**config.mk**
```make
export PLATFORM = sky130hd
export DESIGN_NAME = trapezoid_integrate_cubic
export DESIGN_NICKNAME = d
export VERILOG_FILES = /design/src/rtl/tic_pkg.sv /design/src/rtl/tic_sequencer.sv /design/src/rtl/tic_datapath.sv /design/src/rtl/trapezoid_integrate_cubic.sv
export SDC_FILE = /design/constraint.sdc
export NUM_CORES = 2
export LEC_CHECK = 0
export BUFFER_PORTS_ARGS = -buffer_cell sky130_fd_sc_hd__buf_2
export CORE_ASPECT_RATIO = 0.5
export CORE_UTILIZATION = 66
export CTS_CLUSTER_SIZE = 8
export DETAILED_ROUTE_END_ITERATION = 7
export PLACE_DENSITY = 0.83
export SYNTH_ARGS = -nofsm -noshare
export SYNTH_HDL_FRONTEND = slang
export SYNTH_SLANG_ARGS = --single-unit
export TNS_END_PERCENT = 50
```
**constraint.sdc**
```tcl
create_clock -name clk -period 11.4 [get_ports clk]
set_input_delay 3.42 -clock clk [delete_from_list [all_inputs] [get_ports clk]]
set_output_delay 3.42 -clock clk [all_outputs]
set_load 0.05 [all_outputs]
```
**src/rtl/tic_pkg.sv**
```systemverilog
package tic_pkg;

  // Field widths fixed by the interface
  localparam int BOUND_W   = 16;
  localparam int COUNT_W   = 16;
  localparam int COEFF_W   = 16;
  localparam int OUT_W     = 48;
  localparam int STATUS_W  = 2;
  localparam int CFG_IDX_W = 4;

  localparam int STEP_BITS_DEF = 16;

  // Datapath widths (Q.24 sample domain)
  localparam int FRAC      = 24;
  localparam int DIV_W     = BOUND_W + 12;    // |b-a| << 12
  localparam int DIV_CNT_W = $clog2(DIV_W);
  localparam int H_W       = DIV_W + 1;       // signed step width
  localparam int X_W       = H_W;             // signed sample point
  localparam int X2_W      = 32;              // x^2, Q.24
  localparam int X3_W      = 36;              // x^3, Q.24, signed
  localparam int MUL_A_W   = 36;
  localparam int MUL_B_W   = 30;
  localparam int PROD_W    = 64;
  localparam int ACC_W     = 52;              // polynomial sum before the final >> 8
  localparam int P_W       = ACC_W - 8;
  localparam int LO_W      = 32;

  // Register indexes
  localparam logic [CFG_IDX_W-1:0] REG_CUBIC    = 4'd0;
  localparam logic [CFG_IDX_W-1:0] REG_SQUARE   = 4'd1;
  localparam logic [CFG_IDX_W-1:0] REG_LINEAR   = 4'd2;
  localparam logic [CFG_IDX_W-1:0] REG_CONSTANT = 4'd3;

  // Coefficient reset values, Q8.8
  localparam logic signed [COEFF_W-1:0] RST_CUBIC    = 16'sd256;
  localparam logic signed [COEFF_W-1:0] RST_SQUARE   = -16'sd768;
  localparam logic signed [COEFF_W-1:0] RST_LINEAR   = 16'sd0;
  localparam logic signed [COEFF_W-1:0] RST_CONSTANT = 16'sd512;

  // Result status codes
  localparam logic [STATUS_W-1:0] ST_OK   = 2'd0;
  localparam logic [STATUS_W-1:0] ST_ZERO = 2'd1;
  localparam logic [STATUS_W-1:0] ST_SAT  = 2'd2;

  localparam logic signed [OUT_W-1:0] OUT_MAX = {1'b0, {(OUT_W-1){1'b1}}};
  localparam logic signed [OUT_W-1:0] OUT_MIN = {1'b1, {(OUT_W-1){1'b0}}};

  typedef struct packed {
    logic signed [BOUND_W-1:0] lower_bound;
    logic signed [BOUND_W-1:0] upper_bound;
    logic        [COUNT_W-1:0] step_count;
  } in_item_t;

  typedef struct packed {
    logic signed [OUT_W-1:0]    integral;
    logic        [STATUS_W-1:0] status;
  } out_item_t;

  typedef struct packed {
    logic signed [COEFF_W-1:0] c3;
    logic signed [COEFF_W-1:0] c2;
    logic signed [COEFF_W-1:0] c1;
    logic signed [COEFF_W-1:0] c0;
  } coeff_t;

  // Microcode
  localparam int UADDR_W = 4;

  typedef enum logic [2:0] {
    MUL_NONE, MUL_XX, MUL_X2X, MUL_C2X2, MUL_C1X, MUL_C3X3, MUL_LO, MUL_HI
  } mul_sel_t;

  typedef enum logic [1:0] {
    ACC_NONE, ACC_LOAD, ACC_ADD, ACC_ADD_PEND
  } acc_op_t;

  typedef enum logic [2:0] {
    COND_NEVER, COND_NO_START, COND_N_ZERO, COND_DIV_BUSY, COND_CNT_NZ, COND_OUT_BUSY
  } cond_t;

  typedef struct packed {
    mul_sel_t             mul;
    acc_op_t              acc;
    logic                 x2_ld;
    logic                 x3_ld;
    logic                 s_add;
    logic                 div_step;
    logic                 h_fix;
    logic                 x_next;
    logic                 mag_ld;
    logic                 q_lo;
    logic                 q_hi;
    logic                 out_wr;
    cond_t                cond;
    logic [UADDR_W-1:0]   target;
    logic                 ret;
  } ctl_t;

  typedef struct packed {
    logic div_busy;
    logic cnt_nz;
    logic n_zero;
    logic out_busy;
  } dp_stat_t;

  // Program addresses
  localparam logic [UADDR_W-1:0] U_WAIT = 4'd0;
  localparam logic [UADDR_W-1:0] U_CHKN = 4'd1;
  localparam logic [UADDR_W-1:0] U_DIV  = 4'd2;
  localparam logic [UADDR_W-1:0] U_HFIX = 4'd3;
  localparam logic [UADDR_W-1:0] U_L0   = 4'd4;
  localparam logic [UADDR_W-1:0] U_L1   = 4'd5;
  localparam logic [UADDR_W-1:0] U_L2   = 4'd6;
  localparam logic [UADDR_W-1:0] U_L3   = 4'd7;
  localparam logic [UADDR_W-1:0] U_L4   = 4'd8;
  localparam logic [UADDR_W-1:0] U_D0   = 4'd9;
  localparam logic [UADDR_W-1:0] U_D1   = 4'd10;
  localparam logic [UADDR_W-1:0] U_MAG  = 4'd11;
  localparam logic [UADDR_W-1:0] U_MLO  = 4'd12;
  localparam logic [UADDR_W-1:0] U_MHI  = 4'd13;
  localparam logic [UADDR_W-1:0] U_QSUM = 4'd14;
  localparam logic [UADDR_W-1:0] U_OUT  = 4'd15;

  // Control store. The sample loop L0..L4 keeps the multiplier busy every
  // cycle; the last accumulate of one sample overlaps the next one's start.
  function automatic ctl_t ucode(input logic [UADDR_W-1:0] addr);
    ctl_t c;
    c = '0;
    case (addr)
      U_WAIT: begin
        c.cond = COND_NO_START; c.target = U_WAIT;
      end
      U_CHKN: begin
        c.cond = COND_N_ZERO; c.target = U_OUT;
      end
      U_DIV: begin
        c.div_step = 1'b1; c.cond = COND_DIV_BUSY; c.target = U_DIV;
      end
      U_HFIX: begin
        c.h_fix = 1'b1;
      end
      U_L0: begin
        c.mul = MUL_XX; c.acc = ACC_ADD_PEND;
      end
      U_L1: begin
        c.mul = MUL_X2X; c.x2_ld = 1'b1; c.s_add = 1'b1;
      end
      U_L2: begin
        c.mul = MUL_C2X2; c.x3_ld = 1'b1;
      end
      U_L3: begin
        c.mul = MUL_C1X; c.acc = ACC_LOAD;
      end
      U_L4: begin
        c.mul = MUL_C3X3; c.acc = ACC_ADD; c.x_next = 1'b1;
        c.cond = COND_CNT_NZ; c.target = U_L0;
      end
      U_D0: begin
        c.acc = ACC_ADD;
      end
      U_D1: begin
        c.s_add = 1'b1;
      end
      U_MAG: begin
        c.mag_ld = 1'b1;
      end
      U_MLO: begin
        c.mul = MUL_LO;
      end
      U_MHI: begin
        c.mul = MUL_HI; c.q_lo = 1'b1;
      end
      U_QSUM: begin
        c.q_hi = 1'b1;
      end
      U_OUT: begin
        c.out_wr = 1'b1; c.cond = COND_OUT_BUSY; c.target = U_OUT; c.ret = 1'b1;
      end
      default: begin
        c.ret = 1'b1;
      end
    endcase
    return c;
  endfunction

endpackage

```
**src/rtl/tic_sequencer.sv**
```systemverilog
module tic_sequencer (
  input  logic                clk,
  input  logic                rst_n,
  input  logic                start,
  input  tic_pkg::dp_stat_t   stat,
  output tic_pkg::ctl_t       ctl,
  output logic                at_wait
);

  logic [tic_pkg::UADDR_W-1:0] pc_r;
  logic [tic_pkg::UADDR_W-1:0] pc_nxt;
  logic                        cond_hit;

  assign ctl     = tic_pkg::ucode(pc_r);
  assign at_wait = (pc_r == tic_pkg::U_WAIT);

  // branch condition select
  always_comb begin
    case (ctl.cond)
      tic_pkg::COND_NO_START: cond_hit = !start;
      tic_pkg::COND_N_ZERO:   cond_hit = stat.n_zero;
      tic_pkg::COND_DIV_BUSY: cond_hit = stat.div_busy;
      tic_pkg::COND_CNT_NZ:   cond_hit = stat.cnt_nz;
      tic_pkg::COND_OUT_BUSY: cond_hit = stat.out_busy;
      default:                cond_hit = 1'b0;
    endcase
  end

  // next address: jump, return to wait, or fall through
  always_comb begin
    if (cond_hit) begin
      pc_nxt = ctl.target;
    end else if (ctl.ret) begin
      pc_nxt = tic_pkg::U_WAIT;
    end else begin
      pc_nxt = pc_r + 1'b1;
    end
  end

  always_ff @(posedge clk) begin
    if (!rst_n) begin
      pc_r <= tic_pkg::U_WAIT;
    end else begin
      pc_r <= pc_nxt;
    end
  end

endmodule

```
**src/rtl/tic_datapath.sv**
```systemverilog
module tic_datapath #(
  parameter int STEP_BITS = tic_pkg::STEP_BITS_DEF
) (
  input  logic                clk,
  input  logic                rst_n,
  input  logic                load,
  input  tic_pkg::in_item_t   in_data,
  input  tic_pkg::coeff_t     coeff,
  input  tic_pkg::ctl_t       ctl,
  input  logic                out_stall,
  output logic                out_valid,
  output tic_pkg::out_item_t  out_data,
  output tic_pkg::dp_stat_t   stat
);

  localparam int N_W  = (STEP_BITS < tic_pkg::COUNT_W) ? STEP_BITS : tic_pkg::COUNT_W;
  localparam int S_W  = tic_pkg::P_W + N_W + 2;
  localparam int Q_W  = S_W + 3;
  localparam int HI_W = S_W - tic_pkg::LO_W;
  localparam int MH_W = tic_pkg::DIV_W;
  localparam logic [tic_pkg::DIV_CNT_W-1:0] DIV_LAST = tic_pkg::DIV_CNT_W'(tic_pkg::DIV_W - 1);

  // operands
  logic signed [tic_pkg::BOUND_W-1:0] a_r, b_r;
  logic        [N_W-1:0]              n_r, cnt_r;
  logic signed [tic_pkg::X_W-1:0]     a24, b24;

  // division
  logic        [tic_pkg::DIV_W-1:0]     dq_r;
  logic        [N_W:0]                  rem_r, rem_sh;
  logic        [tic_pkg::DIV_CNT_W-1:0] dcnt_r;
  logic                                 sign_r;
  logic signed [tic_pkg::BOUND_W:0]     diff;
  logic        [tic_pkg::BOUND_W:0]     diff_abs;
  logic                                 q_bit;

  // sample evaluation
  logic signed [tic_pkg::H_W-1:0]     h_r;
  logic signed [tic_pkg::X_W-1:0]     x_r;
  logic signed [tic_pkg::X2_W-1:0]    x2_r, x2_new;
  logic signed [tic_pkg::X3_W-1:0]    x3_r, x3_new;
  logic signed [tic_pkg::MUL_A_W-1:0] op_a;
  logic signed [tic_pkg::MUL_B_W-1:0] op_b;
  logic signed [tic_pkg::MUL_A_W+tic_pkg::MUL_B_W-1:0] prod_full;
  logic signed [tic_pkg::PROD_W-1:0]  prod_r;
  logic signed [tic_pkg::ACC_W-1:0]   acc_r, acc_nxt, c0_sh;
  logic signed [tic_pkg::P_W-1:0]     p_val;
  logic signed [S_W-1:0]              s_r, s_nxt, p_ext;
  logic                               wx_r, wacc_r, pend_r;

  // final scaling
  logic [S_W-1:0]  ma_r;
  logic [MH_W-1:0] mh_r;
  logic            neg_r;
  logic [Q_W-1:0]  q_r;

  // result
  logic                 out_valid_r;
  tic_pkg::out_item_t   out_data_r, res;
  logic                 out_busy, out_we;

  assign a24 = tic_pkg::X_W'($signed({a_r, 12'd0}));
  assign b24 = tic_pkg::X_W'($signed({b_r, 12'd0}));

  // |b - a| << 12 and its sign for the step width division
  assign diff     = $signed({in_data.upper_bound[tic_pkg::BOUND_W-1], in_data.upper_bound})
                  - $signed({in_data.lower_bound[tic_pkg::BOUND_W-1], in_data.lower_bound});
  assign diff_abs = diff[tic_pkg::BOUND_W] ? (~diff + 1'b1) : diff;

  // restoring divide step
  assign rem_sh = {rem_r[N_W-1:0], dq_r[tic_pkg::DIV_W-1]};
  assign q_bit  = (rem_sh >= {1'b0, n_r});

  assign x2_new = prod_r[tic_pkg::FRAC +: tic_pkg::X2_W];
  assign x3_new = prod_r[tic_pkg::FRAC +: tic_pkg::X3_W];

  // shared multiplier operand select
  always_comb begin
    case (ctl.mul)
      tic_pkg::MUL_XX: begin
        op_a = tic_pkg::MUL_A_W'(x_r);   op_b = tic_pkg::MUL_B_W'(x_r);
      end
      tic_pkg::MUL_X2X: begin
        op_a = tic_pkg::MUL_A_W'(x2_new); op_b = tic_pkg::MUL_B_W'(x_r);
      end
      tic_pkg::MUL_C2X2: begin
        op_a = tic_pkg::MUL_A_W'(x2_r);  op_b = tic_pkg::MUL_B_W'(coeff.c2);
      end
      tic_pkg::MUL_C1X: begin
        op_a = tic_pkg::MUL_A_W'(x_r);   op_b = tic_pkg::MUL_B_W'(coeff.c1);
      end
      tic_pkg::MUL_C3X3: begin
        op_a = tic_pkg::MUL_A_W'(x3_r);  op_b = tic_pkg::MUL_B_W'(coeff.c3);
      end
      tic_pkg::MUL_LO: begin
        op_a = tic_pkg::MUL_A_W'({1'b0, ma_r[tic_pkg::LO_W-1:0]});
        op_b = tic_pkg::MUL_B_W'({1'b0, mh_r});
      end
      tic_pkg::MUL_HI: begin
        op_a = tic_pkg::MUL_A_W'({1'b0, ma_r[S_W-1:tic_pkg::LO_W]});
        op_b = tic_pkg::MUL_B_W'({1'b0, mh_r});
      end
      default: begin
        op_a = '0; op_b = '0;
      end
    endcase
  end

  assign prod_full = op_a * op_b;

  // polynomial accumulator
  assign c0_sh = tic_pkg::ACC_W'(coeff.c0) <<< tic_pkg::FRAC;

  always_comb begin
    case (ctl.acc)
      tic_pkg::ACC_LOAD:     acc_nxt = c0_sh + tic_pkg::ACC_W'(prod_r);
      tic_pkg::ACC_ADD:      acc_nxt = acc_r + tic_pkg::ACC_W'(prod_r);
      tic_pkg::ACC_ADD_PEND: acc_nxt = pend_r ? (acc_r + tic_pkg::ACC_W'(prod_r)) : acc_r;
      default:               acc_nxt = acc_r;
    endcase
  end

  // weighted sum: endpoints once, interior samples twice
  assign p_val = acc_r[tic_pkg::ACC_W-1:8];
  assign p_ext = S_W'(p_val);
  assign s_nxt = s_r + (wacc_r ? (p_ext <<< 1) : p_ext);

  // zero-count status, saturation and sign of the scaled result
  always_comb begin
    res = '0;
    if (n_r == '0) begin
      res.integral = '0;
      res.status   = tic_pkg::ST_ZERO;
    end else if (!neg_r) begin
      if (q_r > Q_W'(tic_pkg::OUT_MAX)) begin
        res.integral = tic_pkg::OUT_MAX;
        res.status   = tic_pkg::ST_SAT;
      end else begin
        res.integral = q_r[tic_pkg::OUT_W-1:0];
        res.status   = tic_pkg::ST_OK;
      end
    end else begin
      if (q_r > Q_W'({1'b1, {(tic_pkg::OUT_W-1){1'b0}}})) begin
        res.integral = tic_pkg::OUT_MIN;
        res.status   = tic_pkg::ST_SAT;
      end else begin
        res.integral = -q_r[tic_pkg::OUT_W-1:0];
        res.status   = tic_pkg::ST_OK;
      end
    end
  end

  assign out_busy = out_valid_r && out_stall;
  assign out_we   = ctl.out_wr && !out_busy;

  assign stat.div_busy = (dcnt_r != '0);
  assign stat.cnt_nz   = (cnt_r != '0);
  assign stat.n_zero   = (n_r == '0);
  assign stat.out_busy = out_busy;

  assign out_valid = out_valid_r;
  assign out_data  = out_data_r;

  // control flags
  always_ff @(posedge clk) begin
    if (!rst_n) begin
      out_valid_r <= 1'b0;
      pend_r      <= 1'b0;
    end else begin
      if (out_we) begin
        out_valid_r <= 1'b1;
      end else if (!out_stall) begin
        out_valid_r <= 1'b0;
      end
      if (load) begin
        pend_r <= 1'b0;
      end else if (ctl.acc == tic_pkg::ACC_LOAD) begin
        pend_r <= 1'b1;
      end else if (ctl.s_add) begin
        pend_r <= 1'b0;
      end
    end
  end

  // datapath registers
  always_ff @(posedge clk) begin
    prod_r <= prod_full[tic_pkg::PROD_W-1:0];
    acc_r  <= acc_nxt;
    if (out_we) begin
      out_data_r <= res;
    end

    if (load) begin
      a_r    <= in_data.lower_bound;
      b_r    <= in_data.upper_bound;
      n_r    <= in_data.step_count[N_W-1:0];
      dq_r   <= {diff_abs[tic_pkg::BOUND_W-1:0], 12'd0};
      rem_r  <= '0;
      dcnt_r <= DIV_LAST;
      sign_r <= diff[tic_pkg::BOUND_W];
      s_r    <= '0;
    end else begin
      if (ctl.div_step) begin
        rem_r <= q_bit ? (rem_sh - {1'b0, n_r}) : rem_sh;
        dq_r  <= {dq_r[tic_pkg::DIV_W-2:0], q_bit};
        if (dcnt_r != '0) begin
          dcnt_r <= dcnt_r - 1'b1;
        end
      end
      if (ctl.s_add && pend_r) begin
        s_r <= s_nxt;
      end
    end

    // step width and first sample point, then the advance to each next sample point
    if (ctl.h_fix) begin
      h_r   <= sign_r ? -tic_pkg::H_W'({1'b0, dq_r}) : tic_pkg::H_W'({1'b0, dq_r});
      x_r   <= a24;
      wx_r  <= 1'b0;
      cnt_r <= n_r;
    end else if (ctl.x_next) begin
      if (cnt_r == N_W'(1)) begin
        x_r  <= b24;
        wx_r <= 1'b0;
      end else begin
        x_r  <= x_r + h_r;
        wx_r <= 1'b1;
      end
      if (cnt_r != '0) begin
        cnt_r <= cnt_r - 1'b1;
      end
    end

    if (ctl.x2_ld) begin
      x2_r <= x2_new;
    end
    if (ctl.x3_ld) begin
      x3_r <= x3_new;
    end
    if (ctl.acc == tic_pkg::ACC_LOAD) begin
      wacc_r <= wx_r;
    end

    // magnitudes for the final h * S / 2^25
    if (ctl.mag_ld) begin
      ma_r  <= s_r[S_W-1] ? S_W'(-s_r) : S_W'(s_r);
      mh_r  <= h_r[tic_pkg::H_W-1] ? MH_W'(-h_r) : MH_W'(h_r);
      neg_r <= s_r[S_W-1] ^ h_r[tic_pkg::H_W-1];
    end
    if (ctl.q_lo) begin
      q_r <= Q_W'(prod_r[tic_pkg::PROD_W-1:25]);
    end else if (ctl.q_hi) begin
      q_r <= q_r + {prod_r[Q_W-8:0], 7'd0};
    end
  end

endmodule

```
**src/rtl/trapezoid_integrate_cubic.sv**
```systemverilog
// Items are not overlapped: in_stall stays high until the sequencer is back in wait,
//   so a new item is taken only after the last result has been written. The shared
//   36x30 multiplier runs five products per sample point, plus a bit-serial divide
//   for the step width.
// Reset (rst_n low, synchronous): sequencer returns to wait, result register empties,
//   coefficients reload to x^3 - 3x^2 + 2.
module trapezoid_integrate_cubic #(
  parameter int STEP_BITS = tic_pkg::STEP_BITS_DEF
) (
  input  logic                            clk,
  input  logic                            rst_n,
  input  logic                            in_valid,
  output logic                            in_stall,
  input  tic_pkg::in_item_t               in_data,
  output logic                            out_valid,
  input  logic                            out_stall,
  output tic_pkg::out_item_t              out_data,
  input  logic                            cfg_valid,
  output logic                            cfg_ready,
  input  logic [tic_pkg::CFG_IDX_W-1:0]   cfg_index,
  input  logic [tic_pkg::COEFF_W-1:0]     cfg_data
);

  tic_pkg::coeff_t    coeff_r;
  tic_pkg::ctl_t      ctl;
  tic_pkg::dp_stat_t  stat;
  logic               at_wait;
  logic               load;

  assign in_stall  = !at_wait;
  assign load      = in_valid && at_wait;
  assign cfg_ready = 1'b1;

  // coefficient registers
  always_ff @(posedge clk) begin
    if (!rst_n) begin
      coeff_r.c3 <= tic_pkg::RST_CUBIC;
      coeff_r.c2 <= tic_pkg::RST_SQUARE;
      coeff_r.c1 <= tic_pkg::RST_LINEAR;
      coeff_r.c0 <= tic_pkg::RST_CONSTANT;
    end else if (cfg_valid && cfg_ready) begin
      case (cfg_index)
        tic_pkg::REG_CUBIC:    coeff_r.c3 <= cfg_data;
        tic_pkg::REG_SQUARE:   coeff_r.c2 <= cfg_data;
        tic_pkg::REG_LINEAR:   coeff_r.c1 <= cfg_data;
        tic_pkg::REG_CONSTANT: coeff_r.c0 <= cfg_data;
        default: ;
      endcase
    end
  end

  tic_sequencer u_seq (
    .clk     (clk),
    .rst_n   (rst_n),
    .start   (in_valid),
    .stat    (stat),
    .ctl     (ctl),
    .at_wait (at_wait)
  );

  tic_datapath #(
    .STEP_BITS (STEP_BITS)
  ) u_dp (
    .clk       (clk),
    .rst_n     (rst_n),
    .load      (load),
    .in_data   (in_data),
    .coeff     (coeff_r),
    .ctl       (ctl),
    .out_stall (out_stall),
    .out_valid (out_valid),
    .out_data  (out_data),
    .stat      (stat)
  );

  // zero step count always carries a zero integral
  a_zero_result: assert property (@(posedge clk) disable iff (!rst_n)
    out_valid && out_data.status == tic_pkg::ST_ZERO |-> out_data.integral == '0)
    else $error("zero step count result with nonzero integral");

  // saturation flag only with a rail value
  a_sat_rail: assert property (@(posedge clk) disable iff (!rst_n)
    out_valid && out_data.status == tic_pkg::ST_SAT |->
      (out_data.integral == tic_pkg::OUT_MAX || out_data.integral == tic_pkg::OUT_MIN))
    else $error("saturated result not at a rail");

  // status is one of the defined codes
  a_status_code: assert property (@(posedge clk) disable iff (!rst_n)
    out_valid |-> (out_data.status == tic_pkg::ST_OK || out_data.status == tic_pkg::ST_ZERO ||
                   out_data.status == tic_pkg::ST_SAT))
    else $error("undefined status code");

  // an input transfer always sends the sequencer out of wait
  a_leave_wait: assert property (@(posedge clk) disable iff (!rst_n)
    in_valid && !in_stall |=> in_stall)
    else $error("sequencer stayed in wait after an input transfer");

endmodule

```
==> metrics.md <==
| Metric | Value |
|---|---|
| Status | finished, violations left |
| Failing checks | DRC |
| Reg2Reg Launch Point | u_seq.pc_r[1]$_SDFF_PN0_ |
| Row count | 89 |
| GRT overflow | 0 |
| Post-DR wirelength/cell | roughly 26 microns |
| Initial Utilization | between 60% and 70% |
| Top cell type's share of synthesized area | 27.9% |
| Cell family with most CP delay | adder cells |
| Number of setup violations in the final report | 0 |
| Yosys reg bits | roughly 700 |
| Longest Clk Path Bufs | 3 |
| DR pass1 iterations | 8 |
| I/O Buffers | around 120 |
| Clock sinks | about 700 |
| Synth Cell Area | about 80000 sq um |
| Setup Skew | about 0.044 ns |
| Multi-input gate area | 55600 sq um |
| Layout area overhead | 8.15% |
| Max Fanout on Critical Path | around 60 |
| Worst path arrival time | approximately 12 ns |
| Critical path type | register to register |
| Final hold violation count | 0 |
| Register area | between 15000 and 20000 sq um |
| Worst Setup End Kind | register |
| H-tree levels | 3 |
| Sequential-to-total area share from yosys stat | about 23% |
| Setup ws final | between 0.3 and 0.4 ns |
| CTS tree | done |
| Async SR Flop Fraction | 0% |
| Detailed Route WL | about 280 mm |
| Worst Path Required | 11.94 ns |
| Vias | between 60000 and 70000 |
| Fmax | about 90 MHz |
| Clk slew on worst S/H paths | 0.06 ns |
| RSZ-0062 raised after global routing | false |
| Layout cells sized above 1 | slightly below 7% |
| Setup crit start kind | register |
| Min Hold Slack | between 0.4 and 0.5 ns |
| Crit-path most repeated cell | fa_1 |
| Worst stage delay on the critical path | between 0.8 and 0.9 ns |
| Fillers | about 9000 |
| Post-Syn Area per Cell | around 9 sq um |
| Pwr Density | around 170 nW/um^2 |
| Fin crit share | between 90% and 100% |
| Total track usage | about 46% |
| Largest net degree at the start of global routing | ~80 |
| Worst ir drop on vdd | approximately 0.00024 V |
| Core area | around 120000 sq um |
| Post-route setup TNS | 0 ns |
| Critical path's slowest cell | a221o_1 |
| Total CTS buffers | 97 |
| Crit path time final | ~11 ns |
| First-pass GRT wire length | ~400 mm |
| Syn. warnings | 0 |
| Die ar. | between 100000 and 150000 sq um |
| Max Cap Violations | 0 |
| Prevailing post-synth register cell | edfxtp_1 |
| Half-perimeter wire length after placement | about 210 mm |
| Worst min path class | register to register |
| Setup Slack @ Placement | around 0.45 ns |
| Post-DR vias/cell | around 6.5 |
| Max Transition Viols Final | 0 |
| Synth area leaders | fa_1 28%, edfxtp_1 16%, ha_1 7.1%, dfxtp_1 6.7%, inv_1 6.4% |
| Vias in the first global route | ~66000 |
| Hold Crit Start | coeff_r[32]$_SDFFE_PN0P_ |
| # nets final | 10500 |
| Largest area contributor in the netlist | fa_1 |
| ANT nets after route | 0 |
| Antenna violations before repair | 18 |
| Die Y | between 200 and 250 microns |
| Syn Inst Count | 8873 |
| Max-Slew Margin vs Limit | 6.92% |
| Residual DRC count | 164 |
| Clock latency at the later pin of the worst-skew pair | just under 0.7 ns |
| Tightest Pin Transition | 1.39 ns |
| Initial DRC count | 10100 |
| Routability cong. | between 1 and 1.5 |
| Pleak | 0.0399 uW |
| Post-synth EDFFs | about 430 |
| Root Driver | clkbuf_16 |
| Cell variety after synth | 94 |
| Width of the die | 494 microns |
| Hold-fix buffer count after cts | 0 |
| Post-synth net total | roughly 11000 |
| I/O pin count | approximately 130 |
| Critical path origin | u_seq.pc_r[1]$_SDFF_PN0_ |
| Worst path buffer plus inverter count | 8 |
## Yosys cell counts (all sizes together) (64+ instances only)
| library cell | count |
|---|---|
| o21ai | 371 |
| xnor2 | 305 |
| nand2b | 68 |
| clkbuf | 374 |
| nand3 | 132 |
| dfxtp | 268 |
| a221oi | 65 |
| a21oi | 489 |
| fa | 1113 |
| a21o | 202 |
| a31oi | 64 |
| nor2 | 929 |
| nand2 | 1093 |
| inv | 1358 |
| nor3 | 87 |
| xor2 | 135 |
| ha | 452 |
| edfxtp | 428 |
## worst reg2reg max path: cells and delay by family, from the launching register on
family | cells | cell delay [ns]
XOR/XNOR | 1 | 0.23
AO/OA/AOI/OAI | 11 | 3.25
AND/OR/NAND/NOR | 5 | 0.68
buffers and inverters | 8 | 1.43
adder cells (fa/ha/maj) | 10 | 5.00
flip-flops | 1 | 0.32
## timing repair
| item | in CTS | in global routing |
|---|---|---|
| buffers inserted | 0 | 2 |
| endpoints found under the setup margin | 0 | 6 |
| resized for setup | 0 | 4 |
## stage by stage
step / instance area, sq um / total power [uW] / util (%) / instances
6_report: 86300 / 14900 / 72.6 / 10600
3_5_place_dp: 83300 / 11600 / 70.1 / 10400
5_1_grt: 86300 / 15400 / 72.5 / 10600
2_1_floorplan: 79800 / 8530 / - / 8873
4_1_cts: 86200 / 14400 / 72.5 / 10600
3_3_place_gp: 83300 / 11400 / 70.1 / 10400
## per-layer routing
layer	vias up	global-route usage (%)	part of all wire, %
li1	29300	-	-
met1	33400	61.0	37
met2	5166	62.2	39
met3	993	21.5	18
met4	22	20.3	5.7
met5	-	2.47	0.23
## state kept, by name, indices dropped and copies added (netlist names), 36 cells and up
name / count
u_dp.s_r: 62
u_dp.prod_r: 64
u_dp.acc_r: 52
u_dp.ma_r: 62
u_dp.x3_r: 36
u_dp.q_r: 65
coeff_r: 64
u_dp.out_data: 50
## cells in the final DEF, fill, tap and decap left out, drive strengths merged, types with 44 or more instances in the layout
cell / count
buf: 340
o31ai: 62
or3: 44
a221oi: 65
inv: 1359
edfxtp: 428
xnor2: 305
dfxtp: 268
nor3: 87
nand2b: 68
nand3: 132
a31oi: 64
and3: 45
fa: 1113
o21a: 51
xor2: 135
ha: 452
a21oi: 489
o21ai: 371
nand2: 1093
a221o: 52
clkbuf: 172
nor2: 929
a21o: 202
## logic make-up after synthesis
logic type / count (synthesis) / share of synthesized area [%]
and+or+nand+nor: 2666 / 14.5
buffers and inverters: 1761 / 8.29
AOI/OAI and AO/OA: 1673 / 13.6
adders and majority gates: 1565 / 35.0
DFF: 696 / 22.8
xor gates and xnor gates: 440 / 4.83
muxes: 71 / 0.956
other: 1 / 0.00470
## final timing paths
| check | endpoint | cells past startpoint | slack [ns] |
|---|---|---|---|
| worst max-delay path | u_dp.prod_r[57]$_DFF_P_ | 35 | 0.34 |
| worst min-delay path | coeff_r[32]$_SDFFE_PN0P_ | 2 | 0.46 |
| worst max register to register | u_dp.prod_r[57]$_DFF_P_ | 35 | 0.34 |
| worst min register to register | coeff_r[32]$_SDFFE_PN0P_ | 2 | 0.46 |
## final cells by class
| class | instances | share of cell area (%) |
|---|---|---|
| inverters | 1360 | 5.92 |
| repair buffers | 340 | 2.86 |
| diodes | 19 | 0.0551 |
| clock inverters | 6 | 0.139 |
| flip-flops and latches | 696 | 21.1 |
| multi-input cells | 6416 | 64.4 |
| well taps | 1592 | 2.31 |
| clock buffers | 172 | 3.20 |
## report_power, final
| part | internal (uW) | switching (uW) | leakage [uW] |
|---|---|---|---|
| Combinational | 2680 | 5730 | 0.0325 |
| Clock | 1630 | 1160 | 0.00136 |
| Sequential | 3190 | 474 | 0.00610 |
| Total | 7510 | 7370 | 0.0399 |
No activity file was read; power rests on OpenSTA's default activity.
